[config.mk]
export PLATFORM = sky130hd
export DESIGN_NAME = lbs_ram
export DESIGN_NICKNAME = d
export VERILOG_FILES = /design/src/design/lbs_ram.sv
export SDC_FILE = /design/constraint.sdc
export NUM_CORES = 2
export LEC_CHECK = 0
export ABC_CLOCK_PERIOD_IN_PS = 9800
export BUFFER_PORTS_ARGS = -buffer_cell sky130_fd_sc_hd__buf_2
export CORE_AREA = 2 2 366 368
export DETAILED_ROUTE_END_ITERATION = 12
export DIE_AREA = 0 0 368 370
export PLACE_DENSITY_LB_ADDON = 0.08
export SLEW_MARGIN = 20
export SYNTH_ARGS = -nofsm -noshare
export SYNTH_HDL_FRONTEND = slang
export SYNTH_SLANG_ARGS = --single-unit
[constraint.sdc]
create_clock -name clk -period 9.8 [get_ports clk]
set_input_delay 1.96 -clock clk [delete_from_list [all_inputs] [get_ports clk]]
set_output_delay 1.96 -clock clk [all_outputs]
set_load 0.01 [all_outputs]
[src/design/lbs_ram.sv]
// ----------------------------------------------------------------------------
// lbs_ram
// Generic single-write, single-read RAM with registered read data.
// ----------------------------------------------------------------------------
module lbs_ram #(
  parameter int WIDTH = 32,
  parameter int DEPTH = 64
) (
  input  logic                                       clk,
  input  logic                                       we,
  input  logic [((DEPTH > 1) ? $clog2(DEPTH) : 1)-1:0] waddr,
  input  logic [WIDTH-1:0]                           wdata,
  input  logic                                       re,
  input  logic [((DEPTH > 1) ? $clog2(DEPTH) : 1)-1:0] raddr,
  output logic [WIDTH-1:0]                           rdata
);

  logic [WIDTH-1:0] mem [DEPTH];

  always_ff @(posedge clk) begin
    if (we) begin
      mem[waddr] <= wdata;
    end
    if (re) begin
      rdata <= mem[raddr];
    end
  end

endmodule

* Yosys cells after proc, flatten, opt, wreduce, memory -nomap -nowiden
Memories as Yosys holds them, arrays and structs flattened. A register that Yosys moved wholly into a read port is not among the register bits.
Cells that the tools add are included.
Widths: inputs -> output; s select.
** Cells by class
- Multiplexer cells :: 2
** Operators with widths (count)
- $mux 1 :: 2
** Storage, ports and cells
- Flip-flop bits (word level) :: 0
- RAM bits :: 2048
- Input bits :: 47
- Output and inout port bits :: 32
- Logic and storage cells :: 3
- Memories :: 1
** Memories
- mem :: depth 64, bits a word 32, rd ports 1, clocked after Yosys merged registers in 1, write ports 1, line 18 : logic [WIDTH-1:0] mem [DEPTH];

* Longest topological paths before layout
- Depth after elaboration :: 2
- Mapped depth :: 10

* Worst setup path after synthesis
No wires, ideal clock.
- Kind :: input to register
- Start point :: input port waddr[3] (netlist name)
- End point :: memory mem[48][0], enable pin
- Data arrival time :: 4659 ps
- Required time :: 9339 ps
- Setup slack :: 4680 ps
- Stages :: 4
- Cells stage by stage :: clkbuf_1 -> nor2b_1 -> nand4b_1 -> nor3_1
** RTL lines
- from (decl) :: line 11 : input logic [((DEPTH > 1) ? $clog2(DEPTH) : 1)-1:0] waddr,
- to (decl) :: line 18
No word-level cell before the write port.

==> results.py <==
metrics = {
    "sta": {
        "timing.hold.ws_ps": 841,
        "post-route-period-util_pct": 52.4,
        "fin_worst_skew_ps": 28.3,
        "rsz0062_at_grt": "no",
        "timing.fmax_mhz": 195,
        "setup_viol": 0,
        "setup_tns_ps": 0,
        "hold_viol": 0,
        "maxSlewViolCount": 0,
        "slew_headroom_pct": 17.3,
        "tightest_slew_ps": 1240,
        "post-route-min-period_ps": 5140,
    },
    "drt": {
        "drt-initial-drc-count": 5882,
        "routed_via_density": 6.79,
        "ant_nets": 0,
        "wl_um": 201000,
        "drc": 0,
        "first_pass_iters": 5,
        "via_count": 37300,
        "wl_per_cell_um": 36.6,
    },
    "synthesis": {
        "yosysMostFrequentCell": "edfxtp_1",
        "synthArstFlopShare_pct": 0,
        "synth_nets": 3371,
        "ys_top_cells_by_area": "edfxtp_1, mux4_2, mux2i_1",
        "synth_cell_types": 33,
        "syn_area_per_cell_um2": 23.7,
        "synth_seq_cells": 2080,
        "synth-edff-count": 2080,
        "syn_inst": 3324,
        "synth_top_cell_by_area": "edfxtp_1",
        "synth_common_cells": "edfxtp_1, mux4_2, nor2_1",
        "mappedNetlistArea_mm2": 0.0788,
        "ys_seq_area_share_pct": 79.2,
        "synth_flop_cell": "edfxtp_1",
        "netlist.area_leader.share_pct": 79.2,
        "synth-warning-count": 0,
    },
    "placed_design": {
        "place_congestion": 0.842,
        "hpwl_um": 106000,
        "io_buffers": 78,
    },
    "worst_setup_path": {
        "worstSetupPathType": "in2reg",
        "worstSetupEndpointType": "flip-flop",
        "slowest_stage": "buf_4",
        "arrival_ps": 5670,
        "r2r_end": "rdata[4]$_DFFE_PP_",
        "start_kind": "input port",
        "crit_chain": "buf_8 -> buf_4 -> nand2_1 -> o22ai_1 -> nor2_1 -> a21oi_1 -> nor2_1",
        "crit_fanout": 96,
        "cpPeakStageDelay_ps": 800,
        "reg2reg_slack_ps": 7270,
        "r2r_start": "mem[37][4]$_DFFE_PP_",
        "path_common_cell": "nor2_1",
        "reg2regPathDepth": 5,
        "crit_required_ps": 10330,
    },
    "cts": {
        "cts_hold_buf": 0,
        "cts.reportedPaths.clkPinSlew_ps": 60,
        "root_buffer": "clkbuf_16",
        "cts_buffers": 201,
        "cts_tree": "built",
        "ctsResizeCount": 0,
        "postCtsSetupBuffers": 0,
        "clkSinkCount": 2080,
        "clk-insertion-delay-late_ps": 830,
        "cts_buffer_depth": 3,
        "h-tree-depth": 4,
    },
    "global_route": {
        "use_met1_pct": 42.8,
        "grtUsageTotal_pct": 30.0,
        "first_global_vias": 37600,
        "grt_overflow_total": 0,
        "grtUsageMet2_pct": 47.4,
        "grtUsageMet3_pct": 6.77,
        "grt_max_degree": 123,
        "antenna_found_initial": 24,
        "grt_first_pass_wirelength_um": 281000,
        "grt_most_used_layer": "met2",
    },
    "floorplan": {
        "rows": 134,
        "io_pins": 79,
        "die_h_um": 370,
        "die_x_um": 368,
        "coreArea_mm2": 0.132,
        "initial_utilization_pct": 59.5,
        "die-area_mm2": 0.136,
    },
    "layout": {
        "fill_cells": 8389,
        "area_growth_pct": 12.0,
        "drive_above_1_share_pct": 29.0,
        "fin_nets": 3590,
    },
    "run": {
        "cap_viol_max_count": 0,
    },
    "power_and_ir_drop": {
        "power.density_mw_per_mm2": 206,
        "peakVddDrop_mv": 0.158,
        "p_leak_nw": 27.4,
    },
    "hold_path": {
        "hold_depth": 4,
        "hp-start": "mem[13][8]$_DFFE_PP_",
        "hold_path_class": "reg2reg",
        "hold_path_end": "rdata[8]$_DFFE_PP_",
    },
    "outcome": {
        "outcome": "complete, no violations",
    },
}
==> routing by layer <==
metal / vias to the layer above / routed length, µm
li1: 14700 / -
met1: 20100 / 75900
met2: 2102 / 97400
met3: 315 / 21300
met4: 12 / 5970
met5: - / 69
==> power by group <==
part	leakage (nW)	total (mW)	switching [mW]	internal, mW
sequential	18.7	9.91	0.0370	9.87
combinational	5.64	0.913	0.594	0.319
clock	3.04	7.36	3.18	4.18
==> per-stage QoR <==
stage	power (mW)	utilization, %	setup slack, ps	instances	area, µm²
2_1_floorplan	10.6	-	4680	3324	78800
3_3_place_gp	11.0	61.9	3890	5107	82000
3_5_place_dp	11.0	61.9	3870	5108	82000
4_1_cts	18.3	66.7	4760	5479	88300
5_1_grt	18.7	66.7	4410	5479	88300
6_report	18.2	66.7	4660	5487	88300
==> critical path, delay by kind of cell <==
family	cells	cell delay (ps)
AOI/OAI and AO/OA	2	1100
buffers and inverters	2	1390
and+or+nand+nor	3	1050
==> how the worst max path moves through the flow <==
| stage | from | to | slack, ps |
|---|---|---|---|
| floorplan | waddr[3] | mem[48][0]$_DFFE_PP_ | 4680 |
| global placement | raddr[1] | rdata[2]$_DFFE_PP_ | 3890 |
| detailed placement | raddr[1] | rdata[2]$_DFFE_PP_ | 3870 |
| CTS | raddr[1] | rdata[2]$_DFFE_PP_ | 4760 |
| global route | raddr[1] | rdata[2]$_DFFE_PP_ | 4410 |
| finish | raddr[1] | rdata[2]$_DFFE_PP_ | 4660 |
==> area by class of cell <==
cell class | instances | area (µm²) | area share (%)
Tap cell | 1768 | 2210 | 2.50
Sequential cell | 2080 | 62500 | 70.7
Clock inverter | 104 | 792 | 0.897
Clock buffer | 267 | 5450 | 6.17
Multi-Input combinational cell | 1062 | 16000 | 18.1
Timing Repair Buffer | 198 | 1410 | 1.60
Antenna cell | 8 | 20.0 | 0.0227
==> cell usage in the layout (no fill, tap or decap), types with 27 or more instances in the layout <==
cell type / synthesis / final
nor2_1: 137 / 75
mux4_2: 544 / 544
edfxtp_1: 2080 / 2080
clkbuf_16: 0 / 209
clkinv_1: 0 / 50
clkinv_2: 0 / 30
buf_4: 25 / 120
nor2_4: 0 / 62
o221ai_1: 27 / 27
o22ai_1: 84 / 84
mux2i_1: 93 / 93
buf_2: 57 / 69
clkbuf_1: 74 / 58
a21oi_1: 62 / 62
==> cell families (layout without fill, tap and decap cells) <==
group	count (synthesis)	in the layout	synth area share, %
DFF	2080	2080	79.2
muxes	637	637	16.7
and+or+nand+nor	223	223	1.26
AOI/OAI and AO/OA	202	202	1.67
buffers and inverters	182	569	1.12
other	0	8	0
==> state kept, by name, summed over array words and instances (netlist names) <==
name   count
rdata     32
mem     2048
Note: power is estimated with default switching activity, not from simulation.
